File: src/design/tpcd_pkg.sv
// Shared types, codes and constants of the touch pad calibrate and detect block.
`timescale 1ns / 1ps

package tpcd_pkg;

    localparam int FIELD_W           = 16;
    localparam int CALIB_SAMPLES_DEF = 10;
    localparam int SAMPLE_WIDTH_DEF  = 16;
    localparam int MEAN_FIRST        = 2;
    localparam int MEAN_COUNT        = 6;
    localparam int CFG_IDX_W         = 2;
    localparam int SPC_W             = 4;
    localparam int LOCK_W            = 2;

    localparam logic [LOCK_W-1:0]  LOCK_RELOAD   = 2'd3;
    localparam logic [FIELD_W-1:0] MARGIN_RESET  = 16'd100;
    localparam logic [FIELD_W-1:0] FULL_RESET    = 16'd65535;
    localparam logic [SPC_W-1:0]   SPC_RESET     = 4'd3;

    localparam logic [CFG_IDX_W-1:0] CFG_MARGIN = 2'd0;
    localparam logic [CFG_IDX_W-1:0] CFG_FULL   = 2'd1;
    localparam logic [CFG_IDX_W-1:0] CFG_SPC    = 2'd2;

    localparam logic CMD_SAMPLE  = 1'b0;
    localparam logic CMD_RESTART = 1'b1;
    localparam logic KIND_SCAN   = 1'b0;
    localparam logic KIND_CAL    = 1'b1;

    typedef struct packed {
        logic               command;
        logic [FIELD_W-1:0] sample;
    } t_tpcd_in;

    typedef struct packed {
        logic               result_kind;
        logic               pressed;
        logic [FIELD_W-1:0] peak_value;
        logic [FIELD_W-1:0] baseline;
        logic               calib_fail;
    } t_tpcd_out;

    // Control handed to each sorting cell.
    typedef struct packed {
        logic we;
        logic below;
        logic at;
    } t_cell_ctl;

    typedef enum logic [1:0] {
        ST_CAL,
        ST_START,
        ST_DIV,
        ST_SCAN
    } t_tpcd_state;

endpackage

File: src/design/tpcd_cell.sv
// One cell of the insertion-sort chain that holds a calibration sample.
`timescale 1ns / 1ps

module tpcd_cell
    import tpcd_pkg::*;
#(
    parameter int W = SAMPLE_WIDTH_DEF
) (
    input  logic         i_clk,
    input  t_cell_ctl    i_ctl,
    input  logic [W-1:0] i_val,
    input  logic [W-1:0] i_prev_val,
    input  logic         i_prev_gt,
    output logic [W-1:0] o_val,
    output logic         o_gt
);

    logic [W-1:0] r_val;

    // A filled cell above the new value shifts up; the first such cell or the
    // empty slot takes either its lower neighbor or the new value.
    assign o_gt  = i_ctl.below && (r_val > i_val);
    assign o_val = r_val;

    always_ff @(posedge i_clk) begin
        if (i_ctl.we && (o_gt || i_ctl.at)) begin
            r_val <= i_prev_gt ? i_prev_val : i_val;
        end
    end

endmodule

File: src/design/tpcd_div6.sv
// Division of the calibration sum by the mean count through a scaled reciprocal.
`timescale 1ns / 1ps

module tpcd_div6
    import tpcd_pkg::*;
#(
    parameter int SUM_W = SAMPLE_WIDTH_DEF + 3
) (
    input  logic               i_clk,
    input  logic               i_rst_n,
    input  logic               i_start,
    input  logic [SUM_W-1:0]   i_sum,
    output logic               o_done,
    output logic [FIELD_W-1:0] o_quo
);

    // The reciprocal is rounded up; its error times any SUM_W-bit sum stays
    // below one unit after the shift, so the quotient is exact.
    localparam int              SHIFT   = SUM_W + 3;
    localparam longint unsigned RECIP   =
        ((64'd1 << SHIFT) + MEAN_COUNT - 1) / MEAN_COUNT;
    localparam int              RECIP_W = SUM_W + 1;
    localparam int              PROD_W  = SUM_W + RECIP_W;
    localparam logic [RECIP_W-1:0] RECIP_C = RECIP_W'(RECIP);

    logic               r_busy;
    logic               r_done;
    logic [SUM_W-1:0]   r_sum;
    logic [FIELD_W-1:0] r_quo;
    logic [PROD_W-1:0]  w_prod;

    assign w_prod = PROD_W'(r_sum) * PROD_W'(RECIP_C);

    // The sum is registered first, then multiplied in the following cycle.
    always_ff @(posedge i_clk) begin
        if (!i_rst_n) begin
            r_busy <= 1'b0;
            r_done <= 1'b0;
        end else begin
            r_busy <= i_start;
            r_done <= r_busy;
        end
    end

    always_ff @(posedge i_clk) begin
        if (i_start) begin
            r_sum <= i_sum;
        end
        if (r_busy) begin
            r_quo <= FIELD_W'(w_prod >> SHIFT);
        end
    end

    assign o_done = r_done;
    assign o_quo  = r_quo;

endmodule

File: src/design/touch_pad_calibrate_and_detect.sv
// Top level of the capacitive touch pad calibrate and detect block.
//
// Accepts one item per clock while calibrating or scanning and the output queue
// has room. Calibration inserts each sample into a chain of sorting cells.
// After the last calibration sample the input is held off while sorted entries
// two through seven are summed, the registered sum is multiplied by a scaled
// reciprocal of six, and the baseline result is queued. A scan sample that ends
// a group queues the group result in the same cycle. A two-item output queue
// lets a new item enter while one result still waits to be taken.
`timescale 1ns / 1ps

module touch_pad_calibrate_and_detect
    import tpcd_pkg::*;
#(
    parameter int CALIB_SAMPLES = CALIB_SAMPLES_DEF,
    parameter int SAMPLE_WIDTH  = SAMPLE_WIDTH_DEF
) (
    input  logic                 i_clk,
    input  logic                 i_rst_n,
    input  logic                 i_cfg_we,
    input  logic [CFG_IDX_W-1:0] i_cfg_idx,
    input  logic [FIELD_W-1:0]   i_cfg_data,
    input  logic                 i_in_valid,
    output logic                 o_in_ready,
    input  t_tpcd_in             i_in,
    output logic                 o_out_valid,
    input  logic                 i_out_ready,
    output t_tpcd_out            o_out
);

    localparam int SW    = SAMPLE_WIDTH;
    // Samples never carry more bits than the input field.
    localparam int VAL_W = (SW < FIELD_W) ? SW : FIELD_W;
    localparam int SUM_W = VAL_W + 3;
    localparam int CNT_W = $clog2(CALIB_SAMPLES + 1);
    localparam int VAL_N = (CALIB_SAMPLES > 8) ? CALIB_SAMPLES : 8;
    localparam int CMP_W = ((SW > FIELD_W) ? SW : FIELD_W) + 1;

    // Configuration registers.
    logic [FIELD_W-1:0] r_margin;
    logic [FIELD_W-1:0] r_full;
    logic [SPC_W-1:0]   r_spc;

    // Control state.
    t_tpcd_state        r_state;
    t_tpcd_state        n_state;
    logic [CNT_W-1:0]   r_cal_cnt;
    logic [SPC_W-1:0]   r_grp;
    logic [SW-1:0]      r_max;
    logic [LOCK_W-1:0]  r_lock;
    logic [FIELD_W-1:0] r_base;

    // Output queue.
    t_tpcd_out          r_q [2];
    logic               r_wp;
    logic               r_rp;
    logic [1:0]         r_qcnt;

    logic               w_accept;
    logic               w_restart;
    logic               w_cal_we;
    logic               w_scan;
    logic               w_div_start;
    logic               w_div_done;
    logic [FIELD_W-1:0] w_quo;
    logic [SUM_W-1:0]   w_sum;
    logic [SW-1:0]      w_s;
    logic [31:0]        w_s32;
    logic               w_cal_last;
    logic [SW-1:0]      w_max_new;
    logic [SPC_W:0]     w_grp_inc;
    logic [SPC_W:0]     w_spc_eff;
    logic               w_grp_end;
    logic               w_hit;
    logic               w_push;
    logic               w_pop;
    t_tpcd_out          w_push_data;
    logic               w_can_take;

    t_cell_ctl          w_ctl   [CALIB_SAMPLES];
    logic [SW-1:0]      w_chv   [CALIB_SAMPLES+1];
    logic               w_chg   [CALIB_SAMPLES+1];
    logic [SW-1:0]      w_sumv  [VAL_N];

    // Only the low bits of the sample count, up to the field width.
    assign w_s32 = 32'(i_in.sample);
    assign w_s   = w_s32[SW-1:0];

    assign w_accept  = i_in_valid && o_in_ready;
    assign w_restart = w_accept && (i_in.command == CMD_RESTART);
    assign w_cal_we  = w_accept && (i_in.command == CMD_SAMPLE) && (r_state == ST_CAL);
    assign w_scan    = w_accept && (i_in.command == CMD_SAMPLE) && (r_state == ST_SCAN);
    assign w_cal_last = (r_cal_cnt == CNT_W'(CALIB_SAMPLES - 1));

    // Sorting chain.
    assign w_chv[0] = '0;
    assign w_chg[0] = 1'b0;

    for (genvar gi = 0; gi < CALIB_SAMPLES; gi++) begin : g_cell
        assign w_ctl[gi] = '{we:    w_cal_we,
                             below: (CNT_W'(gi) < r_cal_cnt),
                             at:    (CNT_W'(gi) == r_cal_cnt)};
        tpcd_cell #(.W(SW)) u_cell (
            .i_clk      (i_clk),
            .i_ctl      (w_ctl[gi]),
            .i_val      (w_s),
            .i_prev_val (w_chv[gi]),
            .i_prev_gt  (w_chg[gi]),
            .o_val      (w_chv[gi+1]),
            .o_gt       (w_chg[gi+1])
        );
    end

    // Positions past the chain read as zero.
    for (genvar gk = 0; gk < VAL_N; gk++) begin : g_sumv
        if (gk < CALIB_SAMPLES) begin : g_real
            assign w_sumv[gk] = w_chv[gk+1];
        end else begin : g_zero
            assign w_sumv[gk] = '0;
        end
    end

    always_comb begin
        logic [SUM_W-1:0] v_sum;
        v_sum = '0;
        for (int k = 0; k < MEAN_COUNT; k++) begin
            v_sum = v_sum + SUM_W'(w_sumv[MEAN_FIRST + k]);
        end
        w_sum = v_sum;
    end

    tpcd_div6 #(.SUM_W(SUM_W)) u_div (
        .i_clk   (i_clk),
        .i_rst_n (i_rst_n),
        .i_start (w_div_start),
        .i_sum   (w_sum),
        .o_done  (w_div_done),
        .o_quo   (w_quo)
    );

    // Scan group decision.
    assign w_max_new = (w_s > r_max) ? w_s : r_max;
    assign w_grp_inc = {1'b0, r_grp} + 1'b1;
    assign w_spc_eff = (r_spc == '0) ? (SPC_W+1)'(1) : {1'b0, r_spc};
    assign w_grp_end = (w_grp_inc >= w_spc_eff);
    assign w_hit     = (CMP_W'(w_max_new) > (CMP_W'(r_base) + CMP_W'(r_margin)));

    // State machine.
    always_comb begin
        n_state = r_state;
        unique case (r_state)
            ST_CAL: begin
                if (w_cal_we && w_cal_last) begin
                    n_state = ST_START;
                end
            end
            ST_START: n_state = ST_DIV;
            ST_DIV: begin
                if (w_div_done) begin
                    n_state = ST_SCAN;
                end
            end
            ST_SCAN: begin
                if (w_restart) begin
                    n_state = ST_CAL;
                end
            end
            default: n_state = ST_CAL;
        endcase
    end

    always_comb begin
        w_can_take  = 1'b0;
        w_div_start = 1'b0;
        unique case (r_state)
            ST_CAL:   w_can_take  = 1'b1;
            ST_START: w_div_start = 1'b1;
            ST_DIV:   w_can_take  = 1'b0;
            ST_SCAN:  w_can_take  = 1'b1;
            default:  w_can_take  = 1'b0;
        endcase
    end

    assign o_in_ready = w_can_take && (r_qcnt != 2'd2);

    always_ff @(posedge i_clk) begin
        if (!i_rst_n) begin
            r_state   <= ST_CAL;
            r_margin  <= MARGIN_RESET;
            r_full    <= FULL_RESET;
            r_spc     <= SPC_RESET;
            r_cal_cnt <= '0;
            r_grp     <= '0;
            r_max     <= '0;
            r_lock    <= '0;
            r_base    <= '0;
        end else begin
            r_state <= n_state;
            if (i_cfg_we) begin
                unique case (i_cfg_idx)
                    CFG_MARGIN: r_margin <= i_cfg_data;
                    CFG_FULL:   r_full   <= i_cfg_data;
                    CFG_SPC:    r_spc    <= i_cfg_data[SPC_W-1:0];
                    default:    r_spc    <= r_spc;
                endcase
            end
            if (w_restart) begin
                r_cal_cnt <= '0;
                r_grp     <= '0;
                r_max     <= '0;
                r_lock    <= '0;
            end else if (w_cal_we) begin
                r_cal_cnt <= w_cal_last ? '0 : r_cal_cnt + 1'b1;
            end else if (w_scan) begin
                if (w_grp_end) begin
                    r_grp <= '0;
                    r_max <= '0;
                    if (w_hit) begin
                        r_lock <= LOCK_RELOAD - 1'b1;
                    end else if (r_lock != '0) begin
                        r_lock <= r_lock - 1'b1;
                    end
                end else begin
                    r_grp <= w_grp_inc[SPC_W-1:0];
                    r_max <= w_max_new;
                end
            end else if (w_div_done) begin
                r_base <= w_quo;
                r_grp  <= '0;
                r_max  <= '0;
            end
        end
    end

    // Result assembly and output queue.
    always_comb begin
        w_push_data = '0;
        if (w_div_done) begin
            w_push_data.result_kind = KIND_CAL;
            w_push_data.baseline    = w_quo;
            w_push_data.calib_fail  = (w_quo > (r_full >> 1));
        end else begin
            w_push_data.result_kind = KIND_SCAN;
            w_push_data.pressed     = w_hit && (r_lock == '0);
            w_push_data.peak_value  = FIELD_W'(w_max_new);
            w_push_data.baseline    = r_base;
        end
    end

    assign w_push = w_div_done || (w_scan && w_grp_end);
    assign w_pop  = o_out_valid && i_out_ready;

    always_ff @(posedge i_clk) begin
        if (!i_rst_n) begin
            r_wp   <= 1'b0;
            r_rp   <= 1'b0;
            r_qcnt <= '0;
        end else begin
            if (w_push) begin
                r_wp <= ~r_wp;
            end
            if (w_pop) begin
                r_rp <= ~r_rp;
            end
            priority if (w_push && !w_pop) begin
                r_qcnt <= r_qcnt + 1'b1;
            end else if (w_pop && !w_push) begin
                r_qcnt <= r_qcnt - 1'b1;
            end
        end
    end

    always_ff @(posedge i_clk) begin
        if (w_push) begin
            r_q[r_wp] <= w_push_data;
        end
    end

    assign o_out_valid = (r_qcnt != '0);
    assign o_out       = r_q[r_rp];

endmodule

File: config.mk
export PLATFORM = sky130hd
export DESIGN_NAME = touch_pad_calibrate_and_detect
export DESIGN_NICKNAME = d
export VERILOG_FILES = /design/src/design/tpcd_pkg.sv /design/src/design/tpcd_cell.sv /design/src/design/tpcd_div6.sv /design/src/design/touch_pad_calibrate_and_detect.sv
export SDC_FILE = /design/constraint.sdc
export NUM_CORES = 1
export LEC_CHECK = 0
export ABC_AREA = 1
export BUFFER_PORTS_ARGS = -buffer_cell sky130_fd_sc_hd__clkbuf_2
export CAP_MARGIN = 20
export CORE_ASPECT_RATIO = 0.7
export CORE_MARGIN = 5
export CORE_UTILIZATION = 50
export DETAILED_ROUTE_END_ITERATION = 8
export PLACE_DENSITY = 0.63
export SKIP_CTS_REPAIR_TIMING = 1
export SLEW_MARGIN = 25
export SYNTH_ARGS = -nofsm -noshare
export SYNTH_HDL_FRONTEND = slang
export SYNTH_SLANG_ARGS = --single-unit
File: constraint.sdc
create_clock -name i_clk -period 6.8 [get_ports i_clk]
set_input_delay 1.7 -clock i_clk [delete_from_list [all_inputs] [get_ports i_clk]]
set_output_delay 1.7 -clock i_clk [all_outputs]
set_load 0.005 [all_outputs]
==> reports/qor.csv <==
metric,value,unit
die_h,197.1,µm
drt_pass1_iterations,8,
drtIter0Drc,1564,
rsz0062_at_grt,false,
slew_viol_final,0,
htreeDepth,2,
postSynthAreaPerCell,9.379,µm²
regToRegStartpoint,u_div.r_sum[15]$_DFFE_PP_,
first_global_vias,18660,
synth_cell_types,46,
grt_pass1_wl,102800,µm
netlist_instances,2666,
cp-end-kind,flop,
cts_tree,yes,
crit_fanout,6,
final_core_util,55.48,%
start_util,50.67,%
min_path_type,flop to flop,
clkLatencyLatePin,0.54,ns
relSlewSlack,35.22,%
grt_max_degree,59,
startpoint_type,flop,
worstRegToRegCells,20,
fin_crit,5.902,ns
synth_ff_type,edfxtp_1,
worst-path-buf-inv,7,
min_path_cells,2,
synth-seq-cells,319,
routed_wirelength,65320,µm
min_from,r_max[5]$_SDFFE_PP0P_,
crit_top_cell,inv_1,
async_flop_share,0,%
core.rowCount,68,
vias,18850,
slowest_delay,0.69,ns
finalCritPeriodShare,86.79,%
die-area,54650,µm²
status,"complete, no violations",
fmax,169.4,MHz
crit_required,7.08,ns
finalHoldViolations,0,
n_antenna_cell,0,
via_per_inst,5.476,
dpl.hpwl,52840,µm
drive_gt1_share,7.703,%
placed_cells,3378,
cp_top_family,adder cells,
nNetsFinal,3304,
route.detailed.drc,0,
clk_pin_slew,0.06,ns
r2r_end,u_div.o_quo[11]$_DFFE_PP_,
core,49350,µm²
crit_chain,ha_1 > inv_1 > fa_1 > inv_1 > fa_1 > inv_1 > fa_1 > inv_1 > fa_1 > inv_1 > fa_1 > inv_1 > ha_1 > a21oi_1 > inv_1 > a31oi_1 > o21ai_0 > a221oi_1 > nand2_1 > xor2_1,
synth_edf_count,233,
whs,0.4689,ns
worst_ep_arrival_time,6.18,ns
antenna_found_initial,0,
slowest_stage,fa_1,
finalSetupTns,0,ns
tightest_slew,0.9717,ns
setup_viol,0,
ant_nets,0,
clock_skew,0.02357,ns
grt_use_total,23.67,%
path_class,flop to flop,
grt.overflow.total,0,
drv_cap,0,
area_delta_synth_final,9.503,%
cts_buffer_depth,3,
port_buffers,76,
root_buffer,clkbuf_16,
holdPathEnd,r_max[5]$_SDFFE_PP0P_,
synth_area,25000,µm²
cts_buffers,35,
wire_per_inst,18.97,µm
fp.dieW,277.3,µm
ios,77,
place.gp.congestion,0.9180,
ys_seq_area_share,34.87,%
finalNonFillerCells,3443,
fillCellCount,4380,
cts_sinks,319,
synth_fp_nets,3219,
ys_warn_count,0,
r2r_slack,0.90,ns
==> worst max path at each step <==
stage | startpoint | endpoint | slack (ns) | cells after the start
floorplan | u_div.r_sum[15]$_DFFE_PP_ | u_div.o_quo[11]$_DFFE_PP_ | 1.44 | 20
global placement | u_div.r_sum[15]$_DFFE_PP_ | u_div.o_quo[11]$_DFFE_PP_ | 1.04 | 20
detailed placement | u_div.r_sum[15]$_DFFE_PP_ | u_div.o_quo[11]$_DFFE_PP_ | 0.94 | 20
CTS | u_div.r_sum[15]$_DFFE_PP_ | u_div.o_quo[11]$_DFFE_PP_ | 0.94 | 20
global route | u_div.r_sum[15]$_DFFE_PP_ | u_div.o_quo[11]$_DFFE_PP_ | 0.49 | 20
finish | u_div.r_sum[15]$_DFFE_PP_ | u_div.o_quo[11]$_DFFE_PP_ | 0.90 | 20
==> worst reg2reg max path, stage by stage, from the launching register on <==
cell      delay [ns]
edfxtp_1        0.44
ha_1            0.33
inv_1           0.08
fa_1            0.48
inv_1           0.09
fa_1            0.69
inv_1           0.12
fa_1            0.54
inv_1           0.08
fa_1            0.53
inv_1           0.06
fa_1            0.53
inv_1           0.04
ha_1            0.39
a21oi_1         0.19
inv_1           0.07
a31oi_1         0.26
o21ai_0         0.20
a221oi_1        0.30
nand2_1         0.11
xor2_1          0.15
==> cells in the mapped netlist (6+ instances only) <==
library cell	instances	share of area, %
inv_1	466	7.0
nand2_1	384	5.8
ha_1	348	17
a21oi_1	246	4.9
edfxtp_1	233	28
nor2_1	173	2.6
fa_1	165	13
o21ai_0	157	3.1
dfxtp_1	86	6.9
nand3_1	85	1.7
clkbuf_1	40	0.60
mux2_2	35	1.6
nor3_1	30	0.60
xor2_1	29	1.0
o211ai_1	26	0.78
nand4_1	23	0.58
xnor2_1	20	0.70
a31oi_1	17	0.43
o21ai_2	11	0.39
buf_2	10	0.20
o21a_1	10	0.30
a21o_1	7	0.21
o21ai_1	7	0.14
o21bai_1	7	0.21
a211oi_1	6	0.18
==> cell families after synthesis <==
logic type / Yosys count / share of synthesized area (%)
and+or+nand+nor: 703 / 11.46
AOI/OAI and AO/OA: 524 / 11.74
buffers and inverters: 523 / 8.006
adders and majority gates: 513 / 30.62
DFF: 319 / 34.87
xor gates and xnor gates: 49 / 1.716
muxes: 35 / 1.576
==> area by class of cell <==
type	instances	area, µm²	area share (%)
well taps	665	832.0	3.039
clock inverters	13	131.4	0.4798
multi-input cells	1824	14330	52.32
repair buffers	102	615.6	2.248
inverters	469	1760	6.430
flip-flops and latches	319	8718	31.84
clock buffers	51	997.2	3.642
==> per-stage QoR <==
stage / setup WS, ns / area, µm²
4_1_cts: 0.9392 / 27340
5_1_grt: 0.4914 / 27380
3_3_place_gp: 1.039 / 26180
3_5_place_dp: 0.9448 / 26210
6_report: 0.8981 / 27380
2_1_floorplan: 1.441 / 25000
==> sequential cells by signal (all words and copies together), names as in the netlist, 4 cells and up, named ones only <==
name / count
r_margin: 16
r_max: 16
r_base: 16
u_div.o_quo: 16
r_grp: 4
r_spc: 4
r_q: 70
r_cal_cnt: 4
g_cell.u_cell.o_val: 128
r_full: 15
u_div.r_sum: 19
==> per-layer routing <==
metal  routed length (µm)  share of wire [%]  vias up  track usage [%]
met2                27990                 43      591            36.20
met3                 5215                8.0       84            4.998
met1                30670                 47     9040            35.00
li1                     -                  -     9139                -
met5                    0                  0        -                0
met4                 1440                2.2        0            5.408
==> cells in the final DEF, fill, tap and decap left out, types with 35 or more instances in the layout <==
| cell type | synthesis | layout |
|---|---|---|
| clkbuf_16 | 0 | 36 |
| a21oi_1 | 246 | 246 |
| nand2_1 | 384 | 384 |
| fa_1 | 165 | 165 |
| nand3_1 | 85 | 84 |
| dfxtp_1 | 86 | 86 |
| clkbuf_2 | 0 | 76 |
| o21ai_0 | 157 | 157 |
| nor2_1 | 173 | 171 |
| inv_1 | 466 | 466 |
| ha_1 | 348 | 348 |
| edfxtp_1 | 233 | 233 |
| mux2_2 | 35 | 35 |
Power is not shown: default switching activity piles up to over one toggle a cycle in this logic, so the estimate is an artifact.
